File: config.mk
export PLATFORM = sky130hd
export DESIGN_NAME = xy_position_cascade_controller_top
export DESIGN_NICKNAME = d
export VERILOG_FILES = /design/src/rtl/xypc_pkg.sv /design/src/rtl/xypc_cfg_regs.sv /design/src/rtl/xypc_datapath.sv /design/src/rtl/xypc_ctrl.sv /design/src/rtl/xy_position_cascade_controller_top.sv
export SDC_FILE = /design/constraint.sdc
export NUM_CORES = 2
export LEC_CHECK = 0
export ABC_AREA = 1
export BUFFER_PORTS_ARGS = -buffer_cell sky130_fd_sc_hd__buf_4
export CORE_MARGIN = 2
export CORE_UTILIZATION = 65
export CTS_CLUSTER_SIZE = 16
export DETAILED_ROUTE_END_ITERATION = 8
export GPL_TIMING_DRIVEN = 0
export PLACE_DENSITY = 0.92
export SLEW_MARGIN = 20
export SYNTH_ARGS = -nofsm -noshare
export SYNTH_HDL_FRONTEND = slang
export SYNTH_SLANG_ARGS = --single-unit
File: constraint.sdc
create_clock -name clk -period 25.1 [get_ports clk]
set_clock_uncertainty 0.05 [all_clocks]
set_input_delay 6.275 -clock clk [delete_from_list [all_inputs] [get_ports clk]]
set_output_delay 6.275 -clock clk [all_outputs]
set_load 0.03 [all_outputs]
File: src/rtl/xypc_pkg.sv
// Shared types and constants for the XY position cascade controller.
// Used by every module under rtl; depends on nothing.
`timescale 1ns / 1ps

package xypc_pkg;

  // Data path widths
  localparam int DATA_WIDTH = 16;
  localparam int GAIN_W     = 16;
  localparam int LIM_W      = 15;
  localparam int ERR_W      = DATA_WIDTH + 1;           // saturated speed error
  localparam int DX_W       = DATA_WIDTH + 2;           // error difference, mult operand
  localparam int PROD_W     = GAIN_W + 1 + DX_W;        // signed gain x operand
  localparam int SUM_W      = PROD_W + 1;               // sum of two products
  localparam int RND_SH     = 12;                       // Q4.12 gain scaling
  localparam int RND_W      = SUM_W - RND_SH;
  localparam int CFG_IDX_W  = 3;
  localparam int CFG_DATA_W = GAIN_W;

  // Register reset values
  localparam logic [GAIN_W-1:0] POS_GAIN_X_RST   = GAIN_W'(262);
  localparam logic [GAIN_W-1:0] POS_GAIN_Y_RST   = GAIN_W'(496);
  localparam logic [GAIN_W-1:0] VEL_P_GAIN_X_RST = GAIN_W'(5734);
  localparam logic [GAIN_W-1:0] VEL_D_GAIN_X_RST = GAIN_W'(9011);
  localparam logic [LIM_W-1:0]  SPEED_LIMIT_RST  = LIM_W'(1280);
  localparam logic [LIM_W-1:0]  ROLL_LIMIT_RST   = LIM_W'(1536);
  localparam logic [LIM_W-1:0]  PITCH_LIMIT_RST  = LIM_W'(1280);

  // Register indexes
  typedef enum logic [CFG_IDX_W-1:0] {
    REG_POS_GAIN_X   = 3'd0,
    REG_POS_GAIN_Y   = 3'd1,
    REG_VEL_P_GAIN_X = 3'd2,
    REG_VEL_D_GAIN_X = 3'd3,
    REG_SPEED_LIMIT  = 3'd4,
    REG_ROLL_LIMIT   = 3'd5,
    REG_PITCH_LIMIT  = 3'd6
  } cfg_reg_t;

  typedef struct packed {
    logic [GAIN_W-1:0] pos_gain_x;
    logic [GAIN_W-1:0] pos_gain_y;
    logic [GAIN_W-1:0] vel_p_gain_x;
    logic [GAIN_W-1:0] vel_d_gain_x;
    logic [LIM_W-1:0]  speed_limit;
    logic [LIM_W-1:0]  roll_limit;
    logic [LIM_W-1:0]  pitch_limit;
  } cfg_t;

  typedef struct packed {
    logic signed [DATA_WIDTH-1:0] pos_x;
    logic signed [DATA_WIDTH-1:0] pos_y;
    logic signed [DATA_WIDTH-1:0] speed_x;
    logic signed [DATA_WIDTH-1:0] speed_y;
  } in_data_t;

  typedef struct packed {
    logic signed [DATA_WIDTH-1:0] roll_angle;
    logic signed [DATA_WIDTH-1:0] pitch_angle;
  } out_data_t;

  // Multiplier operand select
  typedef enum logic [1:0] {
    MSEL_PX = 2'd0,   // pos_gain_x * -pos_x
    MSEL_PY = 2'd1,   // pos_gain_y * -pos_y
    MSEL_EX = 2'd2,   // vel_p_gain_x * err_x
    MSEL_DX = 2'd3    // vel_d_gain_x * (err_x - prev)
  } mul_sel_t;

  // Controller to datapath commands
  typedef struct packed {
    logic     load;
    mul_sel_t mul_sel;
    logic     capture_x;
    logic     capture_y;
    logic     acc_load;
    logic     finish;
  } dp_cmd_t;

endpackage

File: src/rtl/xypc_cfg_regs.sv
// Configuration register file: gains and limits, written by index.
// Depends on xypc_pkg.
`timescale 1ns / 1ps

module xypc_cfg_regs (
  input  logic                              clk,
  input  logic                              rst_n,
  input  logic                              cfg_we,
  input  logic [xypc_pkg::CFG_IDX_W-1:0]    cfg_index,
  input  logic [xypc_pkg::CFG_DATA_W-1:0]   cfg_wdata,
  output xypc_pkg::cfg_t                    cfg
);

  xypc_pkg::cfg_t cfg_r;

  // Index write; an unused index is dropped
  always_ff @(posedge clk) begin
    if (!rst_n) begin
      cfg_r.pos_gain_x   <= xypc_pkg::POS_GAIN_X_RST;
      cfg_r.pos_gain_y   <= xypc_pkg::POS_GAIN_Y_RST;
      cfg_r.vel_p_gain_x <= xypc_pkg::VEL_P_GAIN_X_RST;
      cfg_r.vel_d_gain_x <= xypc_pkg::VEL_D_GAIN_X_RST;
      cfg_r.speed_limit  <= xypc_pkg::SPEED_LIMIT_RST;
      cfg_r.roll_limit   <= xypc_pkg::ROLL_LIMIT_RST;
      cfg_r.pitch_limit  <= xypc_pkg::PITCH_LIMIT_RST;
    end else if (cfg_we) begin
      case (xypc_pkg::cfg_reg_t'(cfg_index))
        xypc_pkg::REG_POS_GAIN_X:   cfg_r.pos_gain_x   <= cfg_wdata;
        xypc_pkg::REG_POS_GAIN_Y:   cfg_r.pos_gain_y   <= cfg_wdata;
        xypc_pkg::REG_VEL_P_GAIN_X: cfg_r.vel_p_gain_x <= cfg_wdata;
        xypc_pkg::REG_VEL_D_GAIN_X: cfg_r.vel_d_gain_x <= cfg_wdata;
        xypc_pkg::REG_SPEED_LIMIT:  cfg_r.speed_limit  <= cfg_wdata[xypc_pkg::LIM_W-1:0];
        xypc_pkg::REG_ROLL_LIMIT:   cfg_r.roll_limit   <= cfg_wdata[xypc_pkg::LIM_W-1:0];
        xypc_pkg::REG_PITCH_LIMIT:  cfg_r.pitch_limit  <= cfg_wdata[xypc_pkg::LIM_W-1:0];
        default: ;
      endcase
    end
  end

  assign cfg = cfg_r;

endmodule

File: src/rtl/xypc_datapath.sv
// Datapath: input capture, one shared signed multiplier, rounding, clamps,
// stored X speed error and the result register. Depends on xypc_pkg.
`timescale 1ns / 1ps

module xypc_datapath (
  input  logic                clk,
  input  logic                rst_n,
  input  xypc_pkg::cfg_t      cfg,
  input  xypc_pkg::dp_cmd_t   cmd,
  input  xypc_pkg::in_data_t  in_data,
  output xypc_pkg::out_data_t out_data
);

  localparam int DW = xypc_pkg::DATA_WIDTH;
  localparam int EW = xypc_pkg::ERR_W;
  localparam int XW = xypc_pkg::DX_W;
  localparam int PW = xypc_pkg::PROD_W;
  localparam int SW = xypc_pkg::SUM_W;
  localparam int RW = xypc_pkg::RND_W;
  localparam int LW = xypc_pkg::LIM_W;
  localparam int GW = xypc_pkg::GAIN_W;

  localparam logic signed [SW-1:0] RND_HALF = SW'(1) <<< (xypc_pkg::RND_SH - 1);
  localparam logic signed [XW-1:0] ERR_HI   = XW'((64'd1 << DW) - 64'd1);
  localparam logic signed [XW-1:0] ERR_LO   = -ERR_HI - XW'(1);

  // Round to nearest, ties up, drop the Q.12 fraction
  function automatic logic signed [RW-1:0] rnd_q12(input logic signed [SW-1:0] x);
    logic signed [SW-1:0] t;
    t = x + RND_HALF;
    return t[SW-1:xypc_pkg::RND_SH];
  endfunction

  // Symmetric clamp to +-lim
  function automatic logic signed [DW-1:0] clamp_sym(input logic signed [SW-1:0] v,
                                                     input logic [LW-1:0] lim);
    logic signed [SW-1:0] l;
    logic signed [SW-1:0] r;
    l = $signed({{(SW-LW){1'b0}}, lim});
    if (v > l) r = l;
    else if (v < -l) r = -l;
    else r = v;
    return r[DW-1:0];
  endfunction

  // Saturate speed error to EW bits
  function automatic logic signed [EW-1:0] sat_err(input logic signed [XW-1:0] v);
    logic signed [XW-1:0] r;
    if (v > ERR_HI) r = ERR_HI;
    else if (v < ERR_LO) r = ERR_LO;
    else r = v;
    return r[EW-1:0];
  endfunction

  xypc_pkg::in_data_t    in_r;
  xypc_pkg::out_data_t   out_r;
  logic signed [PW-1:0]  prod_r, prod_nxt;
  logic signed [PW-1:0]  acc_r;
  logic signed [EW-1:0]  ex_r, ex_nxt;
  logic signed [EW-1:0]  prev_r;
  logic signed [XW-1:0]  dx_r, dx_nxt;
  logic signed [DW-1:0]  pitch_r, pitch_nxt;
  logic signed [DW-1:0]  roll_nxt;
  logic [GW-1:0]         mul_a;
  logic signed [XW-1:0]  mul_b;
  logic signed [DW-1:0]  tgt_speed;
  logic signed [XW-1:0]  speed_diff_x, speed_diff_y;
  logic signed [EW-1:0]  ey;
  logic signed [XW-1:0]  neg_ey;
  logic signed [SW-1:0]  roll_sum;

  // Shared multiplier operand mux
  always_comb begin
    case (cmd.mul_sel)
      xypc_pkg::MSEL_PX: begin
        mul_a = cfg.pos_gain_x;
        mul_b = -XW'(in_r.pos_x);
      end
      xypc_pkg::MSEL_PY: begin
        mul_a = cfg.pos_gain_y;
        mul_b = -XW'(in_r.pos_y);
      end
      xypc_pkg::MSEL_EX: begin
        mul_a = cfg.vel_p_gain_x;
        mul_b = XW'(ex_r);
      end
      default: begin
        mul_a = cfg.vel_d_gain_x;
        mul_b = dx_r;
      end
    endcase
    prod_nxt = $signed({1'b0, mul_a}) * mul_b;
  end

  // Outer loop target speed from the last product; the X and Y captures use it in turn
  assign tgt_speed = clamp_sym(SW'(rnd_q12(SW'(prod_r))), cfg.speed_limit);

  // X speed error and its change against the stored error
  assign speed_diff_x = XW'(tgt_speed) - XW'(in_r.speed_x);
  assign ex_nxt       = sat_err(speed_diff_x);
  assign dx_nxt       = XW'(ex_nxt) - XW'(prev_r);

  // Y inner loop: unit gain, negated
  assign speed_diff_y = XW'(tgt_speed) - XW'(in_r.speed_y);
  assign ey           = sat_err(speed_diff_y);
  assign neg_ey       = -XW'(ey);
  assign pitch_nxt    = clamp_sym(SW'(neg_ey), cfg.pitch_limit);

  // X inner PD sum, rounded once
  assign roll_sum = SW'(acc_r) + SW'(prod_r);
  assign roll_nxt = clamp_sym(SW'(rnd_q12(roll_sum)), cfg.roll_limit);

  // Payload registers
  always_ff @(posedge clk) begin
    prod_r <= prod_nxt;
    if (cmd.load)      in_r    <= in_data;
    if (cmd.capture_x) begin
      ex_r <= ex_nxt;
      dx_r <= dx_nxt;
    end
    if (cmd.capture_y) pitch_r <= pitch_nxt;
    if (cmd.acc_load)  acc_r   <= prod_r;
    if (cmd.finish) begin
      out_r.roll_angle  <= roll_nxt;
      out_r.pitch_angle <= pitch_r;
    end
  end

  // Stored X error carries across transactions
  always_ff @(posedge clk) begin
    if (!rst_n) begin
      prev_r <= '0;
    end else if (cmd.finish) begin
      prev_r <= ex_r;
    end
  end

  assign out_data = out_r;

endmodule

File: src/rtl/xypc_ctrl.sv
// Controller: sequences the shared multiplier over four products and owns
// both channel handshakes. Depends on xypc_pkg.
`timescale 1ns / 1ps

module xypc_ctrl (
  input  logic              clk,
  input  logic              rst_n,
  input  logic              in_valid,
  output logic              in_stall,
  output logic              out_valid,
  input  logic              out_stall,
  output xypc_pkg::dp_cmd_t cmd
);

  typedef enum logic [2:0] {
    S_IDLE,
    S_MX,
    S_MY,
    S_MP,
    S_MD,
    S_FIN
  } state_t;

  state_t state_r, state_nxt;
  logic   out_valid_r, out_valid_nxt;
  logic   out_free;

  assign out_free = !out_valid_r || !out_stall;
  assign in_stall = (state_r != S_IDLE);

  // Next state and commands
  always_comb begin
    state_nxt     = state_r;
    cmd           = '0;
    cmd.mul_sel   = xypc_pkg::MSEL_PX;
    out_valid_nxt = out_valid_r && out_stall;
    case (state_r)
      S_IDLE: begin
        if (in_valid) begin
          cmd.load  = 1'b1;
          state_nxt = S_MX;
        end
      end
      S_MX: begin
        cmd.mul_sel = xypc_pkg::MSEL_PX;
        state_nxt   = S_MY;
      end
      S_MY: begin
        cmd.mul_sel   = xypc_pkg::MSEL_PY;
        cmd.capture_x = 1'b1;
        state_nxt     = S_MP;
      end
      S_MP: begin
        cmd.mul_sel   = xypc_pkg::MSEL_EX;
        cmd.capture_y = 1'b1;
        state_nxt     = S_MD;
      end
      S_MD: begin
        cmd.mul_sel  = xypc_pkg::MSEL_DX;
        cmd.acc_load = 1'b1;
        state_nxt    = S_FIN;
      end
      S_FIN: begin
        cmd.mul_sel = xypc_pkg::MSEL_DX;
        if (out_free) begin
          cmd.finish    = 1'b1;
          out_valid_nxt = 1'b1;
          state_nxt     = S_IDLE;
        end
      end
      default: state_nxt = S_IDLE;
    endcase
  end

  // State and registered output valid
  always_ff @(posedge clk) begin
    if (!rst_n) begin
      state_r     <= S_IDLE;
      out_valid_r <= 1'b0;
    end else begin
      state_r     <= state_nxt;
      out_valid_r <= out_valid_nxt;
    end
  end

  assign out_valid = out_valid_r;

  // Accepted transaction reaches the accumulate step through S_MX, S_MY and S_MP
  a_acc_timing: assert property (@(posedge clk) disable iff (!rst_n)
    (in_valid && !in_stall) |-> ##4 cmd.acc_load)
    else $error("accumulate step out of sequence");

  // Result is written only after the accumulate step or while waiting on the sink
  a_finish_order: assert property (@(posedge clk) disable iff (!rst_n)
    cmd.finish |-> ($past(state_r) == S_MD || $past(state_r) == S_FIN))
    else $error("result written out of sequence");

  // A written result is presented next cycle
  a_finish_valid: assert property (@(posedge clk) disable iff (!rst_n)
    cmd.finish |=> out_valid_r)
    else $error("result lost after write");

  // Never overwrite a result that is held by the sink
  a_no_overwrite: assert property (@(posedge clk) disable iff (!rst_n)
    cmd.finish |-> !(out_valid_r && out_stall))
    else $error("result overwritten while stalled");

  // At most one datapath step per cycle
  a_one_step: assert property (@(posedge clk) disable iff (!rst_n)
    $onehot0({cmd.load, cmd.capture_x, cmd.capture_y, cmd.acc_load, cmd.finish}))
    else $error("overlapping datapath steps");

endmodule

File: src/rtl/xy_position_cascade_controller_top.sv
// Top level of the XY position cascade controller.
// Instantiates xypc_cfg_regs, xypc_ctrl and xypc_datapath; depends on xypc_pkg.
`timescale 1ns / 1ps

// Usage:
// - Input channel (in_valid / in_stall / in_data) takes one sample of X/Y
//   position and velocity per transaction; output channel (out_valid /
//   out_stall / out_data) returns one roll/pitch pair per sample, in order.
// - Configuration: cfg_we with cfg_index and cfg_wdata writes one gain or
//   limit register in the cycle it is high; write only while the block is idle.
// - out_valid is registered and rises once the final step writes the result.
// - A new sample is taken only when idle. The single 17x18 multiplier is used
//   for four products per sample (two outer loop gains, the inner P and D
//   gains), then a final step rounds, clamps and writes the result register.
// - A result waiting in the output register does not block the next input;
//   if the sink still stalls when the next result is ready, the block holds
//   in its final step until the register frees, with in_stall high.
// - Reset (rst_n low, synchronous) restores the register reset values, clears
//   the stored X speed error and drops any pending result.
module xy_position_cascade_controller_top (
  input  logic                              clk,
  input  logic                              rst_n,
  input  logic                              in_valid,
  output logic                              in_stall,
  input  xypc_pkg::in_data_t                in_data,
  output logic                              out_valid,
  input  logic                              out_stall,
  output xypc_pkg::out_data_t               out_data,
  input  logic                              cfg_we,
  input  logic [xypc_pkg::CFG_IDX_W-1:0]    cfg_index,
  input  logic [xypc_pkg::CFG_DATA_W-1:0]   cfg_wdata
);

  xypc_pkg::cfg_t    cfg;
  xypc_pkg::dp_cmd_t cmd;

  xypc_cfg_regs u_cfg_regs (
    .clk       (clk),
    .rst_n     (rst_n),
    .cfg_we    (cfg_we),
    .cfg_index (cfg_index),
    .cfg_wdata (cfg_wdata),
    .cfg       (cfg)
  );

  xypc_ctrl u_ctrl (
    .clk       (clk),
    .rst_n     (rst_n),
    .in_valid  (in_valid),
    .in_stall  (in_stall),
    .out_valid (out_valid),
    .out_stall (out_stall),
    .cmd       (cmd)
  );

  xypc_datapath u_datapath (
    .clk      (clk),
    .rst_n    (rst_n),
    .cfg      (cfg),
    .cmd      (cmd),
    .in_data  (in_data),
    .out_data (out_data)
  );

endmodule

==> run summary <==
=========================================================================================
Mapped Area                                                                     34400 um2
Wire length of the first global-routing pass                                    154000 um
Fill cell total of the finished layout                                               3738
Routed via count divided by cell count                                               5.94
Hold Startpoint                                                              u_datapath.pitch_r[7]$_DFFE_PP_
Most used cell along the critical path                                       sky130_fd_sc_hd__nand2_1
Setup repair after global routing missed its margin                                    no
Standard-cell row count                                                                84
PortBufs                                                                              120
GRT Util Overall                                                                    0.360
Synthesized netlist cell count                                                       4304
Number of synthesized register bits                                                   347
Post-route minimum period                                                         9.42 ns
Reg-to-reg setup timing slack                                                    15.68 ns
# hold bufs at CTS                                                                      0
Cell taking the most area after synthesis                                    sky130_fd_sc_hd__fa_1
Final Non-Filler Cells                                                               5190
Drt first-iter violations                                                            3702
Inserted Clock Buffers                                                                 38
Fraction of the yosys area taken by sequential cells                                0.255
Worst endpoint data arrival time                                                  9.68 ns
Distinct cell type count of the synthesized netlist                                    66
Buffers inserted by post-CTS timing repair                                              0
Critical register-to-register path startpoint                                u_datapath.prod_r[12]$_DFF_P_
Share of post-route cells with drive strength above 1                              0.0731
Proportion of register bits with asynchronous set or reset after synthesis              0
Clk buf depth                                                                           3
Placed insts                                                                         5119
Clk_lat worst skew                                                                0.58 ns
Worst min-delay path category                                                flop to flop
Critical path class                                                          flop to flop
Routability cong.                                                                    1.04
Mean post-synth cell area                                                        7.98 um2
Drt pass-1 iters                                                                        7
Area of the core                                                                52400 um2
Final count of pins violating max slew                                                  0
Number of clock sinks                                                                 347
Ys Warns                                                                                0
Startpoint type of the worst setup path                                              flop
Most used standard cell by instance count after synthesis                    sky130_fd_sc_hd__nand2_1
Grt ovf                                                                                 0
Cell type group with the largest total delay on the critical path            simple AND/OR/NAND/NOR gates
F_max                                                                           0.106 GHz
Number of nets in the layout                                                         5205
CP Launch Point                                                              u_datapath.prod_r[12]$_DFF_P_
Width of the die                                                                   234 um
Height of the chip                                                                 234 um
Max Cap Viol                                                                            0
Number of top-level pins                                                              122
Crit path buffers/inverters                                                             5
Max stage delay cell, worst path                                             sky130_fd_sc_hd__ha_1
Clock root cell                                                              sky130_fd_sc_hd__clkbuf_16
Endpoint kind of the worst setup timing path                                         flop
Number of flops mapped to enable cells by yosys                                       182
Mapped Nets                                                                          5038
Cell depth of the worst flop-to-flop path                                              50
Setup-violating endpoint count in the final report                                      0
Number of antenna violations at the first check in global routing                       2
Maximum single-stage delay on the critical path                                   0.46 ns
Total length of routed wires                                                     96900 um
Least-Margin Pin Slew                                                             1.15 ns
Terminus of the critical flop-to-flop path                                   u_datapath.pitch_r[13]$_DFFE_PP_
Instance count along the most critical hold path                                        0
Via total after detailed routing                                                    30800
HPWL after detailed placement                                                    76300 um
Dominant cells by area after synthesis                                       sky130_fd_sc_hd__fa_1 (17%), sky130_fd_sc_hd__edfxtp_1 (16%), sky130_fd_sc_hd__ha_1 (13%), sky130_fd_sc_hd__dfxtp_1 (9.6%), sky130_fd_sc_hd__nand2_1 (9.3%)
Area grow syn2layout                                                                9.40%
Die area                                                                        54700 um2
Number of global-route vias before repair                                           30700
Average detailed-routed wire length per instance                                  18.7 um
Crit path max fanout                                                                   14
CTS tree                                                                              yes
Final clock period utilization by the worst path                                    0.375
Relative slew slack                                                                 0.233
Most common library cells after synthesis                                    sky130_fd_sc_hd__nand2_1 (847), sky130_fd_sc_hd__inv_1 (765), sky130_fd_sc_hd__nor2_1 (390)
Area share of the leading cell type in the synthesized netlist                      0.173
Main synth FF type                                                           sky130_fd_sc_hd__edfxtp_1
Starting density of the core                                                        0.655
Clk slew on worst S/H paths                                                       0.07 ns
Final hold violation count                                                              0
H-tree depth                                                                            2
Total DRC errors in the routed layout                                                   0
Worst hold path endpoint                                                     u_datapath.out_data[7]$_DFFE_PP_
Required time at the worst-slack endpoint                                        25.36 ns
Outcome                                                                      finished clean
Setup_tns                                                                            0 ns
Number of nets with antenna violations after detailed routing                           0
Pin count of the biggest net entering global routing                                   33
Number of resized instances in the post-cts repair step                                 0
=========================================================================================
[registers in the layout, summed over array words and instances (netlist names)]
register	count
u_datapath.acc_r	35
u_datapath.prod_r	35
u_ctrl.out_valid	1
u_datapath.pitch_r	16
u_datapath.dx_r	18
u_datapath.in_r	64
u_datapath.prev_r	17
u_datapath.ex_r	17
u_ctrl.state_r	3
u_datapath.out_data	32
u_cfg_regs.cfg	109
[cell families after synthesis]
kind of cell	synth area share
flops	0.255
simple gates	0.206
fa+ha+maj	0.300
compound gates	0.103
buf+inv	0.0981
xor+xnor	0.0376
[per-stage QoR]
stage / setup WS [ns] / hold WS [ns] / cell area, um2 / util
final: 15.68 / 0.368 / 37600 / 0.717
after global routing: 14.94 / 0.381 / 37600 / 0.717
after CTS: 15.90 / 0.372 / 37600 / 0.716
after detailed placement: 15.94 / 0.356 / 36300 / 0.691
after global placement: 13.29 / 0.351 / 36100 / 0.689
after floorplan: 15.59 / 0.350 / 34400 / -
[worst register-to-register path: cells and delay by family (launching register included)]
kind / cells / cell delay (ns)
compound gates: 5 / 0.83
simple gates: 33 / 4.75
fa+ha+maj: 5 / 1.67
flops: 1 / 0.39
xor+xnor: 2 / 0.45
buf+inv: 5 / 1.06
[cell usage in the layout, fill, tap and decap left out, types with 21 or more instances in the layout]
cell                          n
sky130_fd_sc_hd__o21ai_0    226
sky130_fd_sc_hd__buf_2       27
sky130_fd_sc_hd__dfxtp_1    165
sky130_fd_sc_hd__nor3_1      58
sky130_fd_sc_hd__xor2_1      99
sky130_fd_sc_hd__nand4_1     47
sky130_fd_sc_hd__nand2_1    847
sky130_fd_sc_hd__xnor2_1     39
sky130_fd_sc_hd__clkbuf_16   40
sky130_fd_sc_hd__nor2_1     388
sky130_fd_sc_hd__a21oi_1    259
sky130_fd_sc_hd__clkbuf_1    56
sky130_fd_sc_hd__fa_1       296
sky130_fd_sc_hd__a31oi_1     21
sky130_fd_sc_hd__buf_4      127
sky130_fd_sc_hd__inv_1      765
sky130_fd_sc_hd__nand3_1    196
sky130_fd_sc_hd__edfxtp_1   182
sky130_fd_sc_hd__nand2_2     30
sky130_fd_sc_hd__ha_1       350
[layout make-up]
class / instances / area (um2) / share of cell area
buffer: 90 / 412 / 0.0110
sequential: 347 / 8770 / 0.233
clock inverter: 19 / 229 / 0.00609
tap: 688 / 861 / 0.0229
multi-input combinational: 3079 / 22200 / 0.592
timing repair buffer: 127 / 1020 / 0.0271
antenna: 1 / 2.50 / 0.0000666
clock buffer: 51 / 1090 / 0.0291
inverter: 788 / 2960 / 0.0787
[worst max path at each step]
stage          cells after the start                          endpoint
2_1_floorplan                      2      u_datapath.in_r[0]$_DFFE_PP_
3_3_place_gp                      28     u_datapath.prod_r[34]$_DFF_P_
3_5_place_dp                      53  u_datapath.pitch_r[13]$_DFFE_PP_
4_1_cts                           53  u_datapath.pitch_r[13]$_DFFE_PP_
5_1_grt                           53  u_datapath.pitch_r[13]$_DFFE_PP_
6_report                          50  u_datapath.pitch_r[13]$_DFFE_PP_
[per-layer routing]
| layer | up-vias | track usage | wire length, um |
|---|---|---|---|
| met3 | 472 | 0.0676 | 10100 |
| met1 | 14300 | 0.448 | 36000 |
| li1 | 14200 | - | - |
| met2 | 1915 | 0.587 | 44300 |
| met4 | 0 | 0.209 | 6470 |
| met5 | - | 0 | 0 |
Power is left out: the tool's default activity adds up to more than one toggle a clock period on the data nets, which glitch-free logic cannot reach.
